--- config.mk ---
export PLATFORM = sky130hd
export DESIGN_NAME = luminance_integrate_line_marker
export DESIGN_NICKNAME = d
export VERILOG_FILES = /design/src/rtl/core/lilm_pkg.sv /design/src/rtl/core/luminance_integrate_line_marker.sv
export VERILOG_INCLUDE_DIRS = /design/src /design/src/rtl/core
export SDC_FILE = /design/constraint.sdc
export NUM_CORES = 1
export LEC_CHECK = 0
export BUFFER_PORTS_ARGS = -buffer_cell sky130_fd_sc_hd__buf_2
export CAP_MARGIN = 20
export CORE_MARGIN = 1
export CORE_UTILIZATION = 64
export DETAILED_ROUTE_END_ITERATION = 10
export PLACE_DENSITY = 0.94
export SETUP_SLACK_MARGIN = 0.3
export SYNTH_ARGS = -nofsm -noshare
export SYNTH_HDL_FRONTEND = slang
export SYNTH_SLANG_ARGS = --single-unit
--- constraint.sdc ---
create_clock -name i_clk -period 11.8 [get_ports i_clk]
set_input_delay 1.77 -clock i_clk [delete_from_list [all_inputs] [get_ports i_clk]]
set_output_delay 1.77 -clock i_clk [all_outputs]
set_load 0.02 [all_outputs]
--- src/rtl/core/luminance_integrate_line_marker_defines.svh ---
// Assertion macros for the luminance line marker RTL.
// Used by the top level; expects i_clk and i_rst_n in scope.
`ifndef LUMINANCE_INTEGRATE_LINE_MARKER_DEFINES_SVH
`define LUMINANCE_INTEGRATE_LINE_MARKER_DEFINES_SVH

// Same-cycle implication, disabled in reset.
`define LILM_ASSERT_NOW(label, ante, cons) \
    label: assert property (@(posedge i_clk) disable iff (!i_rst_n) (ante) |-> (cons)) \
        else $error("assertion failed");

// Next-cycle implication, disabled in reset.
`define LILM_ASSERT_NEXT(label, ante, cons) \
    label: assert property (@(posedge i_clk) disable iff (!i_rst_n) (ante) |=> (cons)) \
        else $error("assertion failed");

`endif

--- src/rtl/core/lilm_pkg.sv ---
// Package for the luminance line marker: register indexes, widths, constants.
// No dependencies.
`timescale 1ns / 1ps
`default_nettype none

package lilm_pkg;

    localparam int unsigned CFG_IDX_W  = 3;
    localparam int unsigned CFG_DATA_W = 17;

    localparam logic [CFG_IDX_W-1:0] REG_GAIN       = 3'd0;
    localparam logic [CFG_IDX_W-1:0] REG_THRESHOLD  = 3'd1;
    localparam logic [CFG_IDX_W-1:0] REG_DASH_COUNT = 3'd2;
    localparam logic [CFG_IDX_W-1:0] REG_GAP_COUNT  = 3'd3;
    localparam logic [CFG_IDX_W-1:0] REG_MARK_WIDTH = 3'd4;
    localparam logic [CFG_IDX_W-1:0] REG_INVERT     = 3'd5;
    localparam logic [CFG_IDX_W-1:0] REG_ALPHA_ON   = 3'd6;
    localparam logic [CFG_IDX_W-1:0] REG_ALPHA_OFF  = 3'd7;

    localparam int unsigned GAIN_W  = 11;
    localparam int unsigned THR_W   = 17;
    localparam int unsigned CNT_W   = 16;
    localparam int unsigned ACC_W   = 19;
    localparam int unsigned STEP_W  = 9;   // gray or 256 - gray
    localparam int unsigned PROD_W  = STEP_W + GAIN_W;

    // floor(x / 3) == (x * 683) >> 11 for x in 0..765
    localparam logic [9:0]  DIV3_MUL   = 10'd683;
    localparam int unsigned DIV3_SHIFT = 11;

    localparam logic [GAIN_W-1:0] GAIN_RST      = 11'd256;
    localparam logic [THR_W-1:0]  THRESHOLD_RST = 17'd32768;
    localparam logic [7:0]        ALPHA_ON_RST  = 8'd255;
    localparam logic [7:0]        ALPHA_OFF_RST = 8'd0;
    localparam logic [7:0]        LEVEL_WHITE   = 8'd255;
    localparam logic [7:0]        LEVEL_BLACK   = 8'd0;
    localparam logic [ACC_W-1:0]  ACC_MAX       = '1;

endpackage

`default_nettype wire

--- src/rtl/core/luminance_integrate_line_marker.sv ---
// Luminance line marker: input then output register; 1 pixel per cycle unless stalled.
// Throughput is set by the accumulator feedback: one multiply, add, saturate and compare
// per cycle in the second stage. Synchronous active-low reset clears both stage valids,
// the accumulator and dash/gap counters, and loads register reset values.
// Depends on lilm_pkg and luminance_integrate_line_marker_defines.svh.
// Stalls are absorbed by the input register and the output register.
`timescale 1ns / 1ps
`default_nettype none

`include "luminance_integrate_line_marker_defines.svh"

module luminance_integrate_line_marker (
    input  wire logic                               i_clk,
    input  wire logic                               i_rst_n,
    // config write channel
    input  wire logic                               i_cfg_valid,
    output logic                                    o_cfg_ready,
    input  wire logic [lilm_pkg::CFG_IDX_W-1:0]     i_cfg_index,
    input  wire logic [lilm_pkg::CFG_DATA_W-1:0]    i_cfg_data,
    // pixel in
    input  wire logic                               i_s_axis_tvalid,
    output logic                                    o_s_axis_tready,
    input  wire logic [23:0]                        i_s_axis_tdata,  // red, green, blue
    input  wire logic                               i_s_axis_tuser,  // line_start
    // pixel out
    output logic                                    o_m_axis_tvalid,
    input  wire logic                               i_m_axis_tready,
    output logic [15:0]                             o_m_axis_tdata   // alpha, level
);
    import lilm_pkg::*;

    // ---------------- configuration registers ----------------
    logic [GAIN_W-1:0] r_gain;
    logic [THR_W-1:0]  r_threshold;
    logic [CNT_W-1:0]  r_dash_count;
    logic [CNT_W-1:0]  r_gap_count;
    logic [CNT_W-1:0]  r_mark_width;
    logic              r_invert;
    logic [7:0]        r_alpha_on;
    logic [7:0]        r_alpha_off;

    // Always ready; host must write only while the pixel path is idle; not enforced.
    assign o_cfg_ready = 1'b1;

    always_ff @(posedge i_clk) begin
        if (!i_rst_n) begin
            r_gain       <= GAIN_RST;
            r_threshold  <= THRESHOLD_RST;
            r_dash_count <= '0;
            r_gap_count  <= '0;
            r_mark_width <= '0;
            r_invert     <= 1'b0;
            r_alpha_on   <= ALPHA_ON_RST;
            r_alpha_off  <= ALPHA_OFF_RST;
        end else if (i_cfg_valid) begin
            unique case (i_cfg_index)
                REG_GAIN:       r_gain       <= i_cfg_data[GAIN_W-1:0];
                REG_THRESHOLD:  r_threshold  <= i_cfg_data[THR_W-1:0];
                REG_DASH_COUNT: r_dash_count <= i_cfg_data[CNT_W-1:0];
                REG_GAP_COUNT:  r_gap_count  <= i_cfg_data[CNT_W-1:0];
                REG_MARK_WIDTH: r_mark_width <= i_cfg_data[CNT_W-1:0];
                REG_INVERT:     r_invert     <= i_cfg_data[0];
                REG_ALPHA_ON:   r_alpha_on   <= i_cfg_data[7:0];
                REG_ALPHA_OFF:  r_alpha_off  <= i_cfg_data[7:0];
                default: ;
            endcase
        end
    end

    // ---------------- handshake / stage control ----------------
    logic r_v1;        // input register holds a pixel
    logic r_ov;        // output register holds a result
    logic w_out_free;  // output register can take a result this cycle
    logic w_adv;       // stage-1 pixel moves into the output register
    logic w_acc_in;    // new pixel request accepted

    assign w_out_free      = !r_ov || i_m_axis_tready;
    assign w_adv           = r_v1 && w_out_free;
    assign o_s_axis_tready = !r_v1 || w_adv;
    assign w_acc_in        = i_s_axis_tvalid && o_s_axis_tready;

    always_ff @(posedge i_clk) begin
        if (!i_rst_n) begin
            r_v1 <= 1'b0;
            r_ov <= 1'b0;
        end else begin
            if (o_s_axis_tready) begin
                r_v1 <= i_s_axis_tvalid;
            end
            if (w_out_free) begin
                r_ov <= r_v1;
            end
        end
    end

    // ---------------- stage 1: gray and step value ----------------
    // gray = floor((r+g+b)/3) by reciprocal multiply; step = gray or 256-gray.
    logic [9:0]        w_chan_sum;
    logic [19:0]       w_div_prod;
    logic [7:0]        w_gray;
    logic [STEP_W-1:0] w_step;
    logic [STEP_W-1:0] r_step;
    logic              r_line_start;

    assign w_chan_sum = {2'b00, i_s_axis_tdata[7:0]} + {2'b00, i_s_axis_tdata[15:8]}
                      + {2'b00, i_s_axis_tdata[23:16]};
    assign w_div_prod = {10'd0, w_chan_sum} * {10'd0, DIV3_MUL};
    assign w_gray     = w_div_prod[DIV3_SHIFT +: 8];
    assign w_step     = r_invert ? {1'b0, w_gray} : (9'd256 - {1'b0, w_gray});

    always_ff @(posedge i_clk) begin
        if (w_acc_in) begin
            r_step       <= w_step;
            r_line_start <= i_s_axis_tuser;
        end
    end

    // ---------------- stage 2: accumulate, trigger, dash/gap machine ----------------
    logic [ACC_W-1:0] r_accum;
    logic [CNT_W-1:0] r_draw_left;
    logic [CNT_W-1:0] r_dashes_left;
    logic [CNT_W-1:0] r_gap_left;

    logic [ACC_W-1:0]  w_acc0;
    logic [CNT_W-1:0]  w_draw0, w_dash0, w_gap0;
    logic [PROD_W-1:0] w_prod;
    logic [PROD_W:0]   w_sum;
    logic [ACC_W-1:0]  w_sat;
    logic              w_trig;
    logic [CNT_W-1:0]  w_draw1, w_dash1, w_gap1;
    logic              w_marked;

    logic [ACC_W-1:0] n_accum;
    logic [CNT_W-1:0] n_draw_left;

    always_comb begin
        // line start clears accumulator, draw and gap counts and reloads the dash count before the pixel is used
        w_acc0  = r_line_start ? '0 : r_accum;
        w_draw0 = r_line_start ? '0 : r_draw_left;
        w_dash0 = r_line_start ? r_dash_count : r_dashes_left;
        w_gap0  = r_line_start ? '0 : r_gap_left;

        w_prod = {{GAIN_W{1'b0}}, r_step} * {{STEP_W{1'b0}}, r_gain};
        w_sum  = {{(PROD_W + 1 - ACC_W){1'b0}}, w_acc0} + {1'b0, w_prod};
        w_sat  = (w_sum > {{(PROD_W + 1 - ACC_W){1'b0}}, ACC_MAX}) ? ACC_MAX
                                                                  : w_sum[ACC_W-1:0];
        w_trig = w_sat >= {{(ACC_W - THR_W){1'b0}}, r_threshold};

        w_draw1 = w_draw0;
        w_dash1 = w_dash0;
        w_gap1  = w_gap0;
        if (w_trig) begin
            priority if (w_gap0 == '0 && w_dash0 == '0) begin
                w_dash1 = r_dash_count;
                w_gap1  = r_gap_count;
            end else if (w_gap0 == '0) begin
                w_draw1 = r_mark_width;
                w_dash1 = w_dash0 - 1'b1;
            end else begin
                w_gap1 = w_gap0 - 1'b1;
            end
        end

        w_marked    = w_draw1 != '0;
        n_accum     = w_trig ? '0 : w_sat;
        n_draw_left = w_marked ? (w_draw1 - 1'b1) : w_draw1;
    end

    always_ff @(posedge i_clk) begin
        if (!i_rst_n) begin
            r_accum       <= '0;
            r_draw_left   <= '0;
            r_dashes_left <= '0;   // dash_count reset value
            r_gap_left    <= '0;
        end else if (w_adv) begin
            r_accum       <= n_accum;
            r_draw_left   <= n_draw_left;
            r_dashes_left <= w_dash1;
            r_gap_left    <= w_gap1;
        end
    end

    // ---------------- output register ----------------
    logic [7:0] r_level;
    logic [7:0] r_alpha;

    always_ff @(posedge i_clk) begin
        if (w_adv) begin
            r_level <= w_marked ? LEVEL_WHITE : LEVEL_BLACK;
            r_alpha <= w_marked ? r_alpha_on : r_alpha_off;
        end
    end

    assign o_m_axis_tvalid = r_ov;
    assign o_m_axis_tdata  = {r_alpha, r_level};

    // ---------------- assertions ----------------
    // Input side only stalls while a pixel waits in stage 1.
    `LILM_ASSERT_NOW(a_stall_has_item, !o_s_axis_tready, r_v1)
    // A trigger always clears the accumulator.
    `LILM_ASSERT_NEXT(a_trig_clears, w_adv && w_trig, r_accum == '0)
    // Line state only moves when a pixel advances.
    `LILM_ASSERT_NEXT(a_state_hold, !w_adv, $stable(r_accum) && $stable(r_draw_left))
    // A pixel leaving stage 1 always produces a result.
    `LILM_ASSERT_NEXT(a_adv_result, w_adv, r_ov)

endmodule

`default_nettype wire
==> results.yml <==
placement:
  dp_slack_ns: 1.54
  io_buffers: 67
  dp_hpwl_um: 29500
  routabilityCongestion: 1.09
logic_synthesis:
  ys_seq_elements: 181
  synth_top_area_share: 0.208
  post_synth.cell_area_avg_um2: 8.22
  synth_flop_cell: "dfxtp_1"
  ys_top_cells_by_area: "dfxtp_1 21%, fa_1 14%, ha_1 11%"
  ys_async_sr_fraction: 0
  synth_seq_area_share: 0.244
  synth_fp_nets: 2195
  yosys.area.top_type: "dfxtp_1"
  synth.distinct_cells: 89
  synthCells: 1899
  synth_area_mm2: 0.0156
  synth_edf_count: 19
  synth_warnings: 0
  synth.most_common_cell: "nand2_1"
  synth.top_cells.by_count: "358 x nand2_1, 173 x inv_1, 162 x dfxtp_1"
setup_path:
  arrival_ns: 10.65
  cpMostUsedCell: "fa_1"
  criticalPathCategory: "reg -> reg"
  max_stage_delay_ns: 0.71
  start_kind: "flip-flop"
  worstPathRequired_ns: 11.99
  critPathCaptureType: "flip-flop"
  path_max_fanout: 19
  slowest_stage: "o22ai_2"
sta:
  grt_setup_unrepaired: "false"
  worst_pin_slew_ns: 0.883
  timing.final.ws_setup_ns: 1.34
  holdWs_ns: 0.462
  report.final.slew_viol_count: 0
  max_freq_ghz: 0.0956
  skew_ns: 0.0137
  min_period_over_period: 0.887
  final-hold-violation-count: 0
  slew_headroom: 0.411
  finalSetupTns_ns: 0
  finalSetupViolCount: 0
  min_period_ns: 10.46
die:
  io_pins: 69
  fp.dieH_um: 158
  fp-row-count: 56
  coreArea_mm2: 0.0237
  die_area_mm2: 0.0250
  start_util: 0.659
  fp.dieW_um: 158
routing:
  avgViaCountPerCell: 6.28
  vias: 14000
  wl_per_cell_um: 18.4
  drt_iter0_drc: 1682
  ant_nets: 0
  wl_um: 41000
  drcViolationCount: 0
  first_pass_iters: 6
clock_tree:
  numCtsBuffers: 17
  cts_tree: "yes"
  cts_setup_buffers: 0
  cts.sinks: 181
  cts_resized: 0
  h-tree-depth: 4
  clock_latency_ns: 0.44
  clk_path_buf_depth: 2
  clkSlewWorstSetupHoldPaths_ns: 0.07
  cts-root-buf: "clkbuf_16"
  postCtsHoldBufs: 0
global_route:
  track_usage: 0.344
  grt_first_pass_wirelength_um: 67500
  antenna_found_initial: 0
  overflow: 0
  grt_start_max_net_pins: 100
  grt_pass1_vias: 14000
cells_and_area:
  regArea_mm2: 0.00381
  multi_input_area_mm2: 0.0107
  nNetsFinal: 2189
  drive_gt1_frac: 0.0834
  antenna_cells: 0
  fill_cells: 1691
  synthToLayoutAreaGrowth_pct: 6.43
outcome:
  status: "finished, final reports clean"
run:
  maxCapViolCount: 0
worst_hold_path:
  min_path_type: "reg -> reg"
==> area by class of cell <==
cell class,count,share of cell area
repair buffers,82,0.0273
clock buffers,17,0.0256
flip-flops and latches,181,0.230
multi-input cells,1437,0.644
inverters,174,0.0393
well taps,319,0.0240
clock inverters,15,0.0104
==> routing by layer <==
metal  global-route usage  wire [µm]  vias up
li1                     -          -     6392
met3               0.0531       3820      141
met1                0.429      15800     6654
met5                    0          0        -
met4                0.163       1500        0
met2                0.582      19900      796
==> placed cells by master, fill, tap and decap left out, drive strengths merged, types with 10 or more instances in the layout <==
cell type,count
a21boi,98
a21o,13
a21oi,93
a31oi,14
and2,60
buf,82
clkbuf,17
dfxtp,162
edfxtp,19
fa,110
ha,136
inv,184
mux2,15
mux2i,16
nand2,358
nand2b,11
nand3,39
nor2,78
nor2b,42
nor3,48
nor4,14
o21ai,74
or2,12
or3,10
xnor2,29
xor2,19
==> cell families after synthesis <==
kind of cell	count (synthesis)	synth area share
compound gates	406	0.175
other cells	1	0.000240
mux	31	0.0216
xor+xnor	48	0.0269
fa+ha+maj	246	0.250
flops	181	0.244
simple gates	705	0.211
buf+inv	281	0.0707
==> registers in the layout (all words and copies together), names as in the netlist, 8 cells and up <==
register and cells:
r_accum 19, r_alpha 8, r_alpha_off 8, r_alpha_on 8, r_dash_count 16, r_dashes_left 16
r_draw_left 16, r_gain 11, r_gap_count 16, r_gap_left 16, r_mark_width 16, r_step 9
r_threshold 17
==> final timing paths <==
| kind | from | to | slack (ns) | cells after the start |
|---|---|---|---|---|
| setup reg to reg | r_step[8] | r_alpha[0] | 1.34 | 35 |
| setup / recovery | r_step[8] | r_alpha[0] | 1.34 | 35 |
| hold / removal | r_accum[1] | r_accum[1] | 0.46 | 2 |
| hold reg to reg | r_accum[1] | r_accum[1] | 0.46 | 2 |
==> critical path: cells and delay by family (launching register included) <==
family | cells | cell delay [ns]
AOI/OAI and AO/OA | 6 | 2.19
and+or+nand+nor | 15 | 2.97
muxes | 1 | 0.44
DFF | 1 | 0.57
buffers and inverters | 5 | 0.48
adders and majority gates | 8 | 3.56
==> metrics by stage <==
step                       util  instances  cell area, µm²
after floorplan               -       1899           15600
after global placement    0.676       2192           16000
after detailed placement  0.676       2192           16000
after CTS                 0.701       2224           16600
after global routing      0.701       2225           16600
final                     0.701       2225           16600
Power is left out: the tool's default activity adds up to more than one toggle a clock period on the data nets, which glitch-free logic cannot reach.
